<file path="src/design/pea_pkg.sv">
// ----------------------------------------------------------------------------
// pea_pkg - shared constants for the protection entry allocator
// Field widths, stream packing offsets, operation codes and parameter defaults.
// ----------------------------------------------------------------------------
package pea_pkg;

    localparam int MAX_ENTRIES_DEF = 64;
    localparam int COUNT_BITS_DEF  = 16;

    localparam int ADDR_W = 64;   // region_base / region_size
    localparam int IDX_W  = 6;    // free_index / entry_index
    localparam int CFG_W  = 7;    // entries_in_use

    // slave tdata layout, lowest bit first
    localparam int S_BASE_LO   = 0;
    localparam int S_SIZE_LO   = S_BASE_LO + ADDR_W;
    localparam int S_LOCK_BIT  = S_SIZE_LO + ADDR_W;
    localparam int S_FIDX_LO   = S_LOCK_BIT + 1;
    localparam int S_FPAIR_BIT = S_FIDX_LO + IDX_W;
    localparam int S_TDATA_W   = S_FPAIR_BIT + 1;

    // master tdata layout, lowest bit first
    localparam int M_TDATA_W = 8;

    localparam logic OP_ALLOC = 1'b0;
    localparam logic OP_FREE  = 1'b1;

endpackage

</file>
<file path="src/design/pea_entry_store.sv">
// ----------------------------------------------------------------------------
// pea_entry_store - per-entry use count and lock bit
// One write port, one registered read port. Per-entry valid bits make every
// entry read as zero after reset until it is first written.
// ----------------------------------------------------------------------------
module pea_entry_store
    import pea_pkg::*;
#(
    parameter int MAX_ENTRIES = MAX_ENTRIES_DEF,
    parameter int COUNT_BITS  = COUNT_BITS_DEF
)
(
    input  logic                           clk,
    input  logic                           rst_n,
    input  logic                           wr_en,
    input  logic [$clog2(MAX_ENTRIES)-1:0] wr_addr,
    input  logic [COUNT_BITS:0]            wr_data,   // {lock, count}
    input  logic [$clog2(MAX_ENTRIES)-1:0] rd_addr,
    output logic [COUNT_BITS:0]            rd_data    // {lock, count}, registered, valid in the cycle after rd_addr
);

    localparam int WORD_W = COUNT_BITS + 1;

    logic [WORD_W-1:0]      mem [MAX_ENTRIES];
    logic [MAX_ENTRIES-1:0] valid_reg;
    logic [WORD_W-1:0]      rd_word_reg;
    logic                   rd_valid_reg;

    always_ff @(posedge clk)
    begin
        if (wr_en)
        begin
            mem[wr_addr] <= wr_data;
        end
        rd_word_reg <= mem[rd_addr];
    end

    always_ff @(posedge clk or negedge rst_n)
    begin
        if (!rst_n)
        begin
            valid_reg    <= '0;
            rd_valid_reg <= 1'b0;
        end
        else
        begin
            if (wr_en)
            begin
                valid_reg[wr_addr] <= 1'b1;
            end
            rd_valid_reg <= valid_reg[rd_addr];
        end
    end

    assign rd_data = rd_valid_reg ? rd_word_reg : '0;

endmodule

</file>
<file path="src/design/protection_entry_allocator.sv">
// ----------------------------------------------------------------------------
// protection_entry_allocator - allocates and releases protection entries
//
// Input channel s_axis carries one request per item: tuser is the operation
// (allocate or free), tdata the region, lock request and free index. Output
// channel m_axis returns one result item per request: granted, entry index
// (top entry of a pair) and pair flag. cfg_wr_en/cfg_wr_data set how many
// entries the scan covers; write it only while no request is in flight.
//
// An allocate scans the entry store one entry per cycle through a single
// compare unit, over the entries_in_use entries, and then writes the picked
// entry or pair if one is found. A free reads and rewrites the freed entry
// or pair. One request is handled at a time; s_axis_tready is high only
// while the sequencer is idle, from the cycle after a result is handed to
// the output register.
//
// Reset clears all counts and lock bits (store valid bits) and sets the scan
// length to 64. A finished result sits in the output register; a new request
// can be accepted while it waits, and the next result waits for it to drain.
// ----------------------------------------------------------------------------
module protection_entry_allocator
    import pea_pkg::*;
#(
    parameter int MAX_ENTRIES = MAX_ENTRIES_DEF,
    parameter int COUNT_BITS  = COUNT_BITS_DEF
)
(
    input  logic                 clk,
    input  logic                 rst_n,
    input  logic                 cfg_wr_en,
    input  logic [CFG_W-1:0]     cfg_wr_data,    // entries_in_use
    input  logic                 s_axis_tvalid,
    output logic                 s_axis_tready,
    input  logic [S_TDATA_W-1:0] s_axis_tdata,   // region_base, region_size, want_locked,
                                                 // free_index, free_pair
    input  logic [0:0]           s_axis_tuser,   // op
    output logic                 m_axis_tvalid,
    input  logic                 m_axis_tready,
    output logic [M_TDATA_W-1:0] m_axis_tdata    // granted, entry_index, is_pair
);

    localparam int AW     = $clog2(MAX_ENTRIES);
    localparam int CB     = COUNT_BITS;
    localparam logic [CB-1:0]    CNT_MAX = {CB{1'b1}};
    localparam logic [CFG_W-1:0] MAX_N   = CFG_W'(MAX_ENTRIES);

    localparam logic [2:0] ST_IDLE      = 3'd0;
    localparam logic [2:0] ST_FREE_RD   = 3'd1;
    localparam logic [2:0] ST_FREE_WR0  = 3'd2;
    localparam logic [2:0] ST_FREE_WR1  = 3'd3;
    localparam logic [2:0] ST_SCAN      = 3'd4;
    localparam logic [2:0] ST_ALLOC_WR0 = 3'd5;
    localparam logic [2:0] ST_ALLOC_WR1 = 3'd6;
    localparam logic [2:0] ST_DONE      = 3'd7;

    function automatic logic [CB-1:0] cnt_inc(input logic [CB-1:0] c);
        return (c == CNT_MAX) ? c : c + 1'b1;
    endfunction

    function automatic logic [CB-1:0] cnt_dec(input logic [CB-1:0] c);
        return (c == '0) ? c : c - 1'b1;
    endfunction

    // control
    logic [2:0]           state_reg,    state_next;
    logic [CFG_W-1:0]     cfg_n_reg,    cfg_n_next;
    logic                 m_valid_reg,  m_valid_next;
    logic                 rd_pend_reg,  rd_pend_next;
    logic                 found_reg,    found_next;
    // payload
    logic [M_TDATA_W-1:0] m_data_reg,   m_data_next;
    logic                 single_reg,   single_next;
    logic                 locked_reg,   locked_next;
    logic [IDX_W-1:0]     fidx_reg,     fidx_next;
    logic                 fpair_reg,    fpair_next;
    logic [AW:0]          n_reg,        n_next;
    logic [AW:0]          rd_idx_reg,   rd_idx_next;
    logic [AW-1:0]        rd_pos_reg,   rd_pos_next;
    logic [CB:0]          prev_reg,     prev_next;
    logic [CB-1:0]        best_reg,     best_next;
    logic [AW-1:0]        pick_reg,     pick_next;
    logic [CB-1:0]        pick_a_reg,   pick_a_next;
    logic [CB-1:0]        pick_b_reg,   pick_b_next;
    logic                 res_gnt_reg,  res_gnt_next;
    logic [IDX_W-1:0]     res_idx_reg,  res_idx_next;
    logic                 res_pair_reg, res_pair_next;

    // store port
    logic          st_wr_en;
    logic [AW-1:0] st_wr_addr;
    logic [CB:0]   st_wr_data;
    logic [AW-1:0] st_rd_addr;
    logic [CB:0]   st_rd_data;

    // input fields
    logic [ADDR_W-1:0] in_base, in_size, in_mask;
    logic [IDX_W-1:0]  in_fidx;
    logic              in_single, in_fidx_ok, accept;
    logic [CFG_W-1:0]  n_eff;

    // shared candidate compare unit
    logic          ev_active, ev_last, ev_ok, ev_take;
    logic [AW-1:0] ev_idx;
    logic [CB-1:0] a_cnt, b_cnt, pair_cost, ev_cost;
    logic          a_lock, b_lock;
    logic [CB:0]   pair_sum;

    logic          issue;
    logic [AW-1:0] fidx_addr, fidx_lo_addr, pick_hi;

    pea_entry_store #(
        .MAX_ENTRIES (MAX_ENTRIES),
        .COUNT_BITS  (COUNT_BITS)
    ) u_store (
        .clk     (clk),
        .rst_n   (rst_n),
        .wr_en   (st_wr_en),
        .wr_addr (st_wr_addr),
        .wr_data (st_wr_data),
        .rd_addr (st_rd_addr),
        .rd_data (st_rd_data)
    );

    assign s_axis_tready = (state_reg == ST_IDLE);
    assign accept        = s_axis_tvalid && s_axis_tready;
    assign m_axis_tvalid = m_valid_reg;
    assign m_axis_tdata  = m_data_reg;

    assign in_base    = s_axis_tdata[S_BASE_LO +: ADDR_W];
    assign in_size    = s_axis_tdata[S_SIZE_LO +: ADDR_W];
    assign in_fidx    = s_axis_tdata[S_FIDX_LO +: IDX_W];
    // power-of-two size with base aligned to it, 64-bit wrapping
    assign in_mask    = in_size - 1'b1;
    assign in_single  = ((in_size & in_mask) == '0) && ((in_mask & in_base) == '0);
    assign in_fidx_ok = ({1'b0, in_fidx} < MAX_N);
    assign n_eff      = (cfg_n_reg > MAX_N) ? MAX_N : cfg_n_reg;

    assign fidx_addr    = fidx_reg[AW-1:0];
    assign fidx_lo_addr = fidx_addr - 1'b1;
    assign pick_hi      = pick_reg + 1'b1;
    assign issue        = (rd_idx_reg < n_reg);

    // candidate at ev_idx: a = that entry, b = entry above it
    assign a_cnt     = prev_reg[CB-1:0];
    assign a_lock    = prev_reg[CB];
    assign b_cnt     = st_rd_data[CB-1:0];
    assign b_lock    = st_rd_data[CB];
    assign pair_sum  = {1'b0, a_cnt} + {1'b0, b_cnt};
    assign pair_cost = pair_sum[CB] ? CNT_MAX : pair_sum[CB-1:0];
    assign ev_cost   = single_reg ? a_cnt : pair_cost;

    always_comb
    begin
        if (locked_reg)
        begin
            ev_ok   = (a_cnt == '0) && (single_reg || (!ev_last && (b_cnt == '0)));
            ev_take = ev_active && ev_ok && !found_reg;
        end
        else
        begin
            ev_ok   = !a_lock && (single_reg || (!ev_last && !b_lock));
            ev_take = ev_active && ev_ok && (ev_cost < best_reg);
        end
    end

    always_comb
    begin
        state_next    = state_reg;
        cfg_n_next    = cfg_wr_en ? cfg_wr_data : cfg_n_reg;
        m_valid_next  = m_valid_reg && !m_axis_tready;
        m_data_next   = m_data_reg;
        rd_pend_next  = rd_pend_reg;
        found_next    = found_reg;
        single_next   = single_reg;
        locked_next   = locked_reg;
        fidx_next     = fidx_reg;
        fpair_next    = fpair_reg;
        n_next        = n_reg;
        rd_idx_next   = rd_idx_reg;
        rd_pos_next   = rd_pos_reg;
        prev_next     = prev_reg;
        best_next     = best_reg;
        pick_next     = pick_reg;
        pick_a_next   = pick_a_reg;
        pick_b_next   = pick_b_reg;
        res_gnt_next  = res_gnt_reg;
        res_idx_next  = res_idx_reg;
        res_pair_next = res_pair_reg;
        st_wr_en      = 1'b0;
        st_wr_addr    = pick_reg;
        st_wr_data    = '0;
        st_rd_addr    = '0;
        ev_active     = 1'b0;
        ev_last       = 1'b0;
        ev_idx        = '0;

        case (state_reg)
            ST_IDLE:
            begin
                if (accept)
                begin
                    single_next = in_single;
                    locked_next = s_axis_tdata[S_LOCK_BIT];
                    fidx_next   = in_fidx;
                    fpair_next  = s_axis_tdata[S_FPAIR_BIT] && (in_fidx != '0);
                    n_next      = (AW+1)'(n_eff);
                    rd_idx_next = '0;
                    rd_pend_next = 1'b0;
                    found_next  = 1'b0;
                    best_next   = CNT_MAX;
                    if (s_axis_tuser[0] == OP_FREE)
                    begin
                        if (in_fidx_ok)
                        begin
                            state_next = ST_FREE_RD;
                        end
                        else
                        begin
                            res_gnt_next  = 1'b0;
                            res_idx_next  = in_fidx;
                            res_pair_next = 1'b0;
                            state_next    = ST_DONE;
                        end
                    end
                    else if (n_eff == '0)
                    begin
                        res_gnt_next  = 1'b0;
                        res_idx_next  = '0;
                        res_pair_next = 1'b0;
                        state_next    = ST_DONE;
                    end
                    else
                    begin
                        state_next = ST_SCAN;
                    end
                end
            end

            ST_FREE_RD:
            begin
                st_rd_addr = fidx_addr;
                state_next = ST_FREE_WR0;
            end

            ST_FREE_WR0:
            begin
                st_wr_en      = 1'b1;
                st_wr_addr    = fidx_addr;
                st_wr_data    = {1'b0, cnt_dec(st_rd_data[CB-1:0])};
                st_rd_addr    = fidx_lo_addr;
                res_gnt_next  = 1'b1;
                res_idx_next  = fidx_reg;
                res_pair_next = fpair_reg;
                state_next    = fpair_reg ? ST_FREE_WR1 : ST_DONE;
            end

            ST_FREE_WR1:
            begin
                st_wr_en   = 1'b1;
                st_wr_addr = fidx_lo_addr;
                st_wr_data = {1'b0, cnt_dec(st_rd_data[CB-1:0])};
                state_next = ST_DONE;
            end

            ST_SCAN:
            begin
                st_rd_addr   = rd_idx_reg[AW-1:0];
                rd_pend_next = issue;
                rd_pos_next  = rd_idx_reg[AW-1:0];
                if (issue)
                begin
                    rd_idx_next = rd_idx_reg + 1'b1;
                end
                if (rd_pend_reg)
                begin
                    prev_next = st_rd_data;
                    if (rd_pos_reg != '0)
                    begin
                        ev_active = 1'b1;
                        ev_idx    = rd_pos_reg - 1'b1;
                    end
                end
                else if (!issue)
                begin
                    // last scanned entry, never the bottom of a pair
                    ev_active = 1'b1;
                    ev_last   = 1'b1;
                    ev_idx    = AW'(n_reg - 1'b1);
                    if (found_reg || ev_take)
                    begin
                        state_next = ST_ALLOC_WR0;
                    end
                    else
                    begin
                        res_gnt_next  = 1'b0;
                        res_idx_next  = '0;
                        res_pair_next = 1'b0;
                        state_next    = ST_DONE;
                    end
                end
                if (ev_take)
                begin
                    found_next  = 1'b1;
                    best_next   = ev_cost;
                    pick_next   = ev_idx;
                    pick_a_next = a_cnt;
                    pick_b_next = b_cnt;
                end
            end

            ST_ALLOC_WR0:
            begin
                st_wr_en      = 1'b1;
                st_wr_addr    = pick_reg;
                st_wr_data    = {locked_reg, cnt_inc(pick_a_reg)};
                res_gnt_next  = 1'b1;
                res_idx_next  = single_reg ? IDX_W'(pick_reg) : IDX_W'(pick_hi);
                res_pair_next = !single_reg;
                state_next    = single_reg ? ST_DONE : ST_ALLOC_WR1;
            end

            ST_ALLOC_WR1:
            begin
                st_wr_en   = 1'b1;
                st_wr_addr = pick_hi;
                st_wr_data = {locked_reg, cnt_inc(pick_b_reg)};
                state_next = ST_DONE;
            end

            ST_DONE:
            begin
                if (!m_valid_reg || m_axis_tready)
                begin
                    m_valid_next = 1'b1;
                    m_data_next  = {res_pair_reg, res_idx_reg, res_gnt_reg};
                    state_next   = ST_IDLE;
                end
            end

            default:
            begin
                state_next = ST_IDLE;
            end
        endcase
    end

    always_ff @(posedge clk or negedge rst_n)
    begin
        if (!rst_n)
        begin
            state_reg   <= ST_IDLE;
            cfg_n_reg   <= MAX_N;
            m_valid_reg <= 1'b0;
            rd_pend_reg <= 1'b0;
            found_reg   <= 1'b0;
        end
        else
        begin
            state_reg   <= state_next;
            cfg_n_reg   <= cfg_n_next;
            m_valid_reg <= m_valid_next;
            rd_pend_reg <= rd_pend_next;
            found_reg   <= found_next;
        end
    end

    always_ff @(posedge clk)
    begin
        m_data_reg   <= m_data_next;
        single_reg   <= single_next;
        locked_reg   <= locked_next;
        fidx_reg     <= fidx_next;
        fpair_reg    <= fpair_next;
        n_reg        <= n_next;
        rd_idx_reg   <= rd_idx_next;
        rd_pos_reg   <= rd_pos_next;
        prev_reg     <= prev_next;
        best_reg     <= best_next;
        pick_reg     <= pick_next;
        pick_a_reg   <= pick_a_next;
        pick_b_reg   <= pick_b_next;
        res_gnt_reg  <= res_gnt_next;
        res_idx_reg  <= res_idx_next;
        res_pair_reg <= res_pair_next;
    end

endmodule

</file>
<file path="config.mk">
export PLATFORM = sky130hd
export DESIGN_NAME = protection_entry_allocator
export DESIGN_NICKNAME = d
export VERILOG_FILES = /design/src/design/pea_pkg.sv /design/src/design/pea_entry_store.sv /design/src/design/protection_entry_allocator.sv
export SDC_FILE = /design/constraint.sdc
export NUM_CORES = 2
export LEC_CHECK = 0
export BUFFER_PORTS_ARGS = -buffer_cell sky130_fd_sc_hd__buf_2
export CAP_MARGIN = 20
export CORE_AREA = 2 2 302 304
export DETAILED_ROUTE_END_ITERATION = 16
export DIE_AREA = 0 0 304 306
export HOLD_SLACK_MARGIN = 0.06
export MAX_ROUTING_LAYER = met4
export PLACE_DENSITY = 0.84
export SYNTH_ARGS = -nofsm -noshare
export SYNTH_HDL_FRONTEND = slang
export SYNTH_HIERARCHICAL = 1
export SYNTH_SLANG_ARGS = --single-unit
</file>
<file path="constraint.sdc">
create_clock -name clk -period 5.75 [get_ports clk]
set_input_delay 0.8625 -clock clk [delete_from_list [all_inputs] [get_ports clk]]
set_output_delay 0.8625 -clock clk [all_outputs]
set_load 0.005 [all_outputs]
</file>
# Word-level counts from Yosys, hierarchy flattened
# Memory sizes are Yosys's and may differ from the RTL's. A register that Yosys moved wholly into a read port is not among the register bits.
# Cells that the tools add are included.
[op_classes] addsub=10 n_lt_le_gt_ge=6 n_eq_ne=18 mux=65 bitwise=3 n_reduce_logical=49
[ops] cell="AND 64 bit" count=2
[ops] cell="zero test 64 bit" count=2
[ops] cell="2-to-1 mux 16 bit" count=7
[ops] cell="OR 64 bit" count=1
[ops] cell="subtractor 64 x 1 -> 64 bit (second input constant)" count=1
[ops] cell="2-to-1 mux 6 bit" count=10
[ops] cell="one-hot mux 17 bit (3 select lines)" count=1
[ops] cell="one-hot mux 6 bit (3 select lines)" count=2
[ops] cell="adder 16 x 1 -> 16 bit (second input constant)" count=2
[ops] cell="equality test 16 bit (second input constant)" count=2
[ops] cell="zero test 16 bit" count=2
[ops] cell="one-hot mux 16 bit (2 select lines)" count=1
[ops] cell="one-hot mux 6 bit (4 select lines)" count=1
[ops] cell="2-to-1 mux 1 bit" count=23
[ops] cell="2-to-1 mux 7 bit" count=3
[ops] cell="one-hot mux 3 bit (7 select lines)" count=1
[ops] cell="2-to-1 mux 3 bit" count=6
[ops] cell="subtractor 6 x 1 -> 6 bit (second input constant)" count=3
[ops] cell="adder 16 x 16 -> 17 bit" count=1
[ops] cell="2-to-1 mux 17 bit" count=1
[ops] cell="less-than comparator 16 bit" count=1
[ops] cell="subtractor 16 x 1 -> 16 bit (second input constant)" count=1
[ops] cell="less-than comparator 6 x 7 -> 1 bit (second input constant)" count=2
[ops] cell="inequality test 2 bit (second input constant)" count=7
[ops] cell="31 further kinds" count=68
[totals] regBits=194 mem_bits_rw=1088 input_bits=149 output_inout_bits=10 word_cells=175 mem_count=1
[mem_list] memory="u_store.mem" depth=64 word_bits=17 rd=1 rd_clocked_by_memory_dff=1 wr=1 line_no="pea_entry_store.sv:24" text="logic [WORD_W-1:0] mem [MAX_ENTRIES];"

# Depth between registers and ports, before layout
[depth] ltp_word=16 ltp_mapped=18 mapped_depth_nobuf=16

# By module
# Netlist, hierarchy kept.
[modules_own_cells] mod="pea_entry_store" instances=1 cells_each=2123 area_each_um2=45059.5 seq_area_each_um2=34638.2
[modules_own_cells] mod="protection_entry_allocator" instances=1 cells_each=1122 area_each_um2=10319.9 seq_area_each_um2=3809.9

# Least setup slack after synthesis
# OpenSTA, ideal clock, no wires.
[synth_timing] kind="flip-flop to flip-flop" startpoint="register u_store.rd_valid_reg" endpoint="memory u_store/mem[0][4] (netlist bit) (data pin)" t_arrival_ns=4.481 setup_slack_ns=0.568 path_stages_with_launch=10 path_buffers=2 synth_period_minus_slack_ns=5.182 path_cell_list="dfrtp_1 > clkbuf_1 > and2_1 > nor4_1 > nand3_1 > or2_2 > clkbuf_1 > nand3_1 > xor2_1 > o21ai_0"
[synth_between] elab_chain_len=4 elab_cells_between_ends=5 cone_classes="add/sub (1); mux (3); reduce/logical (1)"
[synth_lines] element="from (decl)" line_no="pea_entry_store.sv:27" text="logic rd_valid_reg;"
[synth_lines] element="from (signal assigned)" line_no="pea_entry_store.sv:51" text="rd_valid_reg <= valid_reg[rd_addr];"
[synth_lines] element="2-to-1 mux 17 bit" line_no="pea_entry_store.sv:55" text="assign rd_data = rd_valid_reg ? rd_word_reg : '0;"
[synth_lines] element="named net st_rd_data[6]" line_no="protection_entry_allocator.sv:93" text="logic [CB:0] st_rd_data;"
[synth_lines] element="zero test 16 bit" line_no="protection_entry_allocator.sv:61" text="return (c == '0) ? c : c - 1'b1;"
[synth_lines] element="2-to-1 mux 16 bit" line_no="protection_entry_allocator.sv:61"
[synth_lines] element="one-hot mux 17 bit (3 select lines)" line_no="protection_entry_allocator.sv:197" text="case (state_reg)"
[synth_lines] element="named net st_wr_data[4]" line_no="protection_entry_allocator.sv:91" text="logic [CB:0] st_wr_data;"
[synth_lines] element="to (decl)" line_no="pea_entry_store.sv:24"
# The timed path passes the listed nets, and every way through them passes these cells.

# Worst setup path in the final report
[layout_timing] startpoint="register u_store.rd_valid_reg" endpoint="register pick_a_reg[8] (enable)"
[layout_between] elab_cells_between_ends=19 cone_classes="add/sub (1); order compare (1); mux (4); reduce/logical (13)"
[layout_lines] element="2-to-1 mux 17 bit" line_no="pea_entry_store.sv:55"
[layout_lines] element="named net st_rd_data[0]" line_no="protection_entry_allocator.sv:93"
[layout_lines] element="adder 16 x 16 -> 17 bit" line_no="protection_entry_allocator.sv:148" text="assign pair_sum = {1'b0, a_cnt} + {1'b0, b_cnt};"
[layout_lines] element="2-to-1 mux 16 bit" line_no="protection_entry_allocator.sv:149" text="assign pair_cost = pair_sum[CB] ? CNT_MAX : pair_sum[CB-1:0];"
[layout_lines] element="2-to-1 mux 16 bit" line_no="protection_entry_allocator.sv:150" text="assign ev_cost = single_reg ? a_cnt : pair_cost;"
[layout_lines] element="named net ev_cost[1]" line_no="protection_entry_allocator.sv:104" text="logic [CB-1:0] a_cnt, b_cnt, pair_cost, ev_cost;"
[layout_lines] element="less-than comparator 16 bit" line_no="protection_entry_allocator.sv:162" text="ev_take = ev_active && ev_ok && (ev_cost < best_reg);"
[layout_lines] element="logical AND 1 bit" line_no="protection_entry_allocator.sv:162"
[layout_lines] element="2-to-1 mux 1 bit" line_no="protection_entry_allocator.sv:154" text="if (locked_reg)"
[layout_lines] element="AND reduction 2 bit (no source line)"
[layout_lines] element="to (signal assigned)" line_no="protection_entry_allocator.sv:380" text="pick_a_reg <= pick_a_next;"
[layout_lines] element="to (decl)" line_no="protection_entry_allocator.sv:82" text="logic [CB-1:0] pick_a_reg, pick_a_next;"
# The timed path passes the listed nets, and every way through them passes these cells.
# A chain may end at the register's enable or synchronous reset.

==> metrics.yaml <==
run_status:
  status: "completed"
logic_synthesis:
  ys_warn_count: 6
  synth_fp_nets: 3505
  yosys_most_used_dff: "edfxtp_1"
  synthArstFlopShare_pct: 6.005
  ys_seq_elements: 1299
  syn_avg_cell_area_sq_um: 17.07
  syn_area_sq_um: 55380
  ys_seq_area_share_pct: 69.43
  yosysUniqueCellTypes: 81
  syn_inst: 3245
  synth_edf_count: 1204
floorplanning:
  die_w_microns: 304
  die_area_sq_um: 93020
  die_h_microns: 306
  placementRows: 110
  start_util_pct: 61.81
  io_pins: 159
  core_area_sq_um: 89600
setup_path:
  required_ns: 6.18
  cp_top_family: "compound AO/OA/AOI/OAI gates"
  crit_path_max_fanout: 38
  cp_cell_sequence: "and2_1, ha_1, fa_1, a211oi_1, o21a_1, or3b_1, nand2_1, o22a_1, ha_1, a21bo_2, a221o_1, a2111o_1, o21ai_0, nand2_1, buf_12"
  critPathMaxStageDelay_ns: 0.53
  criticalPathCategory: "reg2reg"
  worst-path-buf-inv: 1
  worst_ep_arrival_time_ns: 5.72
  cpMaxStageDelayCell: "dfrtp_1"
  cp-end-kind: "register"
  startpoint_type: "register"
drt:
  avgRoutedWirePerCell_microns: 31.52
  vias: 33270
  viasPerCell: 6.888
  ant_nets: 0
  drtPass1Iterations: 6
  drc: 0
  drt-total-wl_microns: 152200
  initialDrtViolationCount: 4880
layout:
  finalNetCount: 3796
  syn_to_final_growth_pct: 13.06
  fillers: 5272
  largest_register_ffs: 1088
  layout_commonest_cell: "edfxtp_1"
  drive_above_1_share_pct: 27.29
  mostFrequentLayoutCells: "edfxtp_1 (1204), mux4_2 (235), buf_2 (157)"
power:
  peakVddDrop_uv: 418.7
  powerDensity_nw_per_um2: 490.9
  leakagePower_uw: 0.02125
cts:
  htreeDepth: 3
  path_clk_slew_ns: 0.06
  ctsRootBufferMaster: "clkbuf_16"
  cts_tree: "done"
  cts.path.max_buffers: 3
  ctsHoldBuffers: 0
  cts_buffers: 120
  cts_sinks: 1299
  insertion_delay_ns: 0.71
place:
  hpwl_microns: 94580
  numPortBuffers: 158
  gp_congestion: 1.002
  place_ws_ns: 0.5012
timing:
  hold_viol_final: 0
  fin_crit_sh_pct: 91.98
  fin_crit_ns: 5.289
  setup_slack_ns: 0.4614
  rsz0062_at_grt: "no"
  slew_headroom_pct: 23.45
  fin_worst_skew_ns: 0.02819
  worst_pin_slew_ns: 1.138
  fmax_mhz: 189.1
  finalSetupTns_ns: 0
  slew_viol_final: 0
  finalSetupViolations: 0
global_routing:
  gr-total-overflow: 0
  grt_max_degree: 66
  grt_pass1_vias: 33500
  antenna_found_initial: 10
  grt_use_total_pct: 34.22
  grt_pass1_wl_microns: 224900
hold_path:
  hold_class: "in2async"
job:
  cap_violations: 0
## synthesized netlist by cell type (7+ instances only)
cell type / number / share of area (%)
ha_1: 110 / 2.5
o21a_1: 8 / 0.11
nand3_1: 50 / 0.45
mux2_2: 107 / 2.2
and2_1: 24 / 0.27
inv_1: 112 / 0.76
buf_1: 9 / 0.061
nand4_1: 21 / 0.24
nor2_1: 139 / 0.94
nor3_1: 39 / 0.35
a21o_1: 8 / 0.11
clkbuf_1: 50 / 0.34
nor4_1: 51 / 0.58
dfxtp_1: 17 / 0.61
and3_1: 15 / 0.17
o22ai_1: 81 / 0.92
buf_4: 39 / 0.53
o211a_1: 19 / 0.34
a211oi_1: 61 / 0.83
nor2b_1: 18 / 0.20
a221oi_1: 9 / 0.14
mux2i_1: 76 / 1.4
a22oi_1: 25 / 0.34
a221o_1: 15 / 0.27
buf_6: 7 / 0.14
a21oi_1: 63 / 0.57
or3_1: 25 / 0.28
nand2b_1: 23 / 0.26
nand2_1: 126 / 0.85
mux4_2: 235 / 9.6
buf_2: 49 / 0.44
or2_2: 79 / 0.89
o21ai_0: 48 / 0.43
edfxtp_1: 1204 / 65
or4_1: 17 / 0.23
a31oi_1: 18 / 0.20
xnor2_1: 37 / 0.59
dfrtp_1: 77 / 3.5
xor2_1: 30 / 0.47
a311oi_1: 14 / 0.22
nand3b_1: 9 / 0.12
## cell type report
cell class	instances	area, sq um	share of cell area [%]
Inverter	115	431.7	0.6894
Clock inverter	77	718.2	1.147
Tap cell	1176	1471	2.350
Multi-Input combinational cell	1677	15960	25.49
Sequential cell	1299	38450	61.41
Antenna cell	11	27.53	0.04396
Clock buffer	152	3276	5.231
Timing Repair Buffer	323	2280	3.641
## metrics by stage
stage | utilization [%] | hold WS [ns] | std cells | total power, uW | instance area, sq um
global route | 69.88 | 0.2374 | 4829 | 31580 | 62610
CTS | 69.73 | 0.1984 | 4813 | 30420 | 62470
global placement | 65.24 | 0.4065 | 4583 | 21920 | 58450
detailed placement | 65.27 | 0.4045 | 4584 | 22290 | 58480
finish | 69.88 | 0.1959 | 4830 | 30740 | 62610
floorplan | - | 0.4003 | 3245 | 18780 | 55380
## routing by layer
layer | GRT usage (%) | vias to the layer above | share of wire (%)
met5 | - | - | 0
li1 | - | 13600 | -
met4 | 15.69 | 0 | 5.6
met3 | 6.719 | 480 | 11
met2 | 53.36 | 2531 | 48
met1 | 44.17 | 16660 | 35
## cell families after synthesis
group	synth area share, %
flip-flops	69.43
multiplexers	13.15
adder cells (fa/ha/maj)	2.521
XOR/XNOR	1.060
AND/OR/NAND/NOR	6.355
buffers and inverters	2.293
AO/OA/AOI/OAI	5.190
## final timing paths
path                                          to  slack [ns]                 start  cells past startpoint
max                                pick_a_reg[8]        0.46  u_store/rd_valid_reg                     15
min reg2reg                      m_axis_tdata[5]        0.42        res_idx_reg[4]                      0
min in group clk                      locked_reg        0.35     s_axis_tdata[128]                      1
max reg2reg                        pick_a_reg[8]        0.46  u_store/rd_valid_reg                     15
max in group asynchronous  u_store/valid_reg[10]        4.30                 rst_n                      2
min                        u_store/valid_reg[44]        0.20                 rst_n                      1
## repair_timing
action | in CTS | in global routing
setup buffers | 0 | 0
setup endpoints to repair | 0 | 54
resized for setup | 0 | 1
## report_power, final
part	switching, uW	total [uW]	internal, uW
clock	3500	8030	4530
sequential	343	13200	12800
combinational	6360	9520	3170
total	10200	30700	20500
Power figures use the tool's default switching activity.
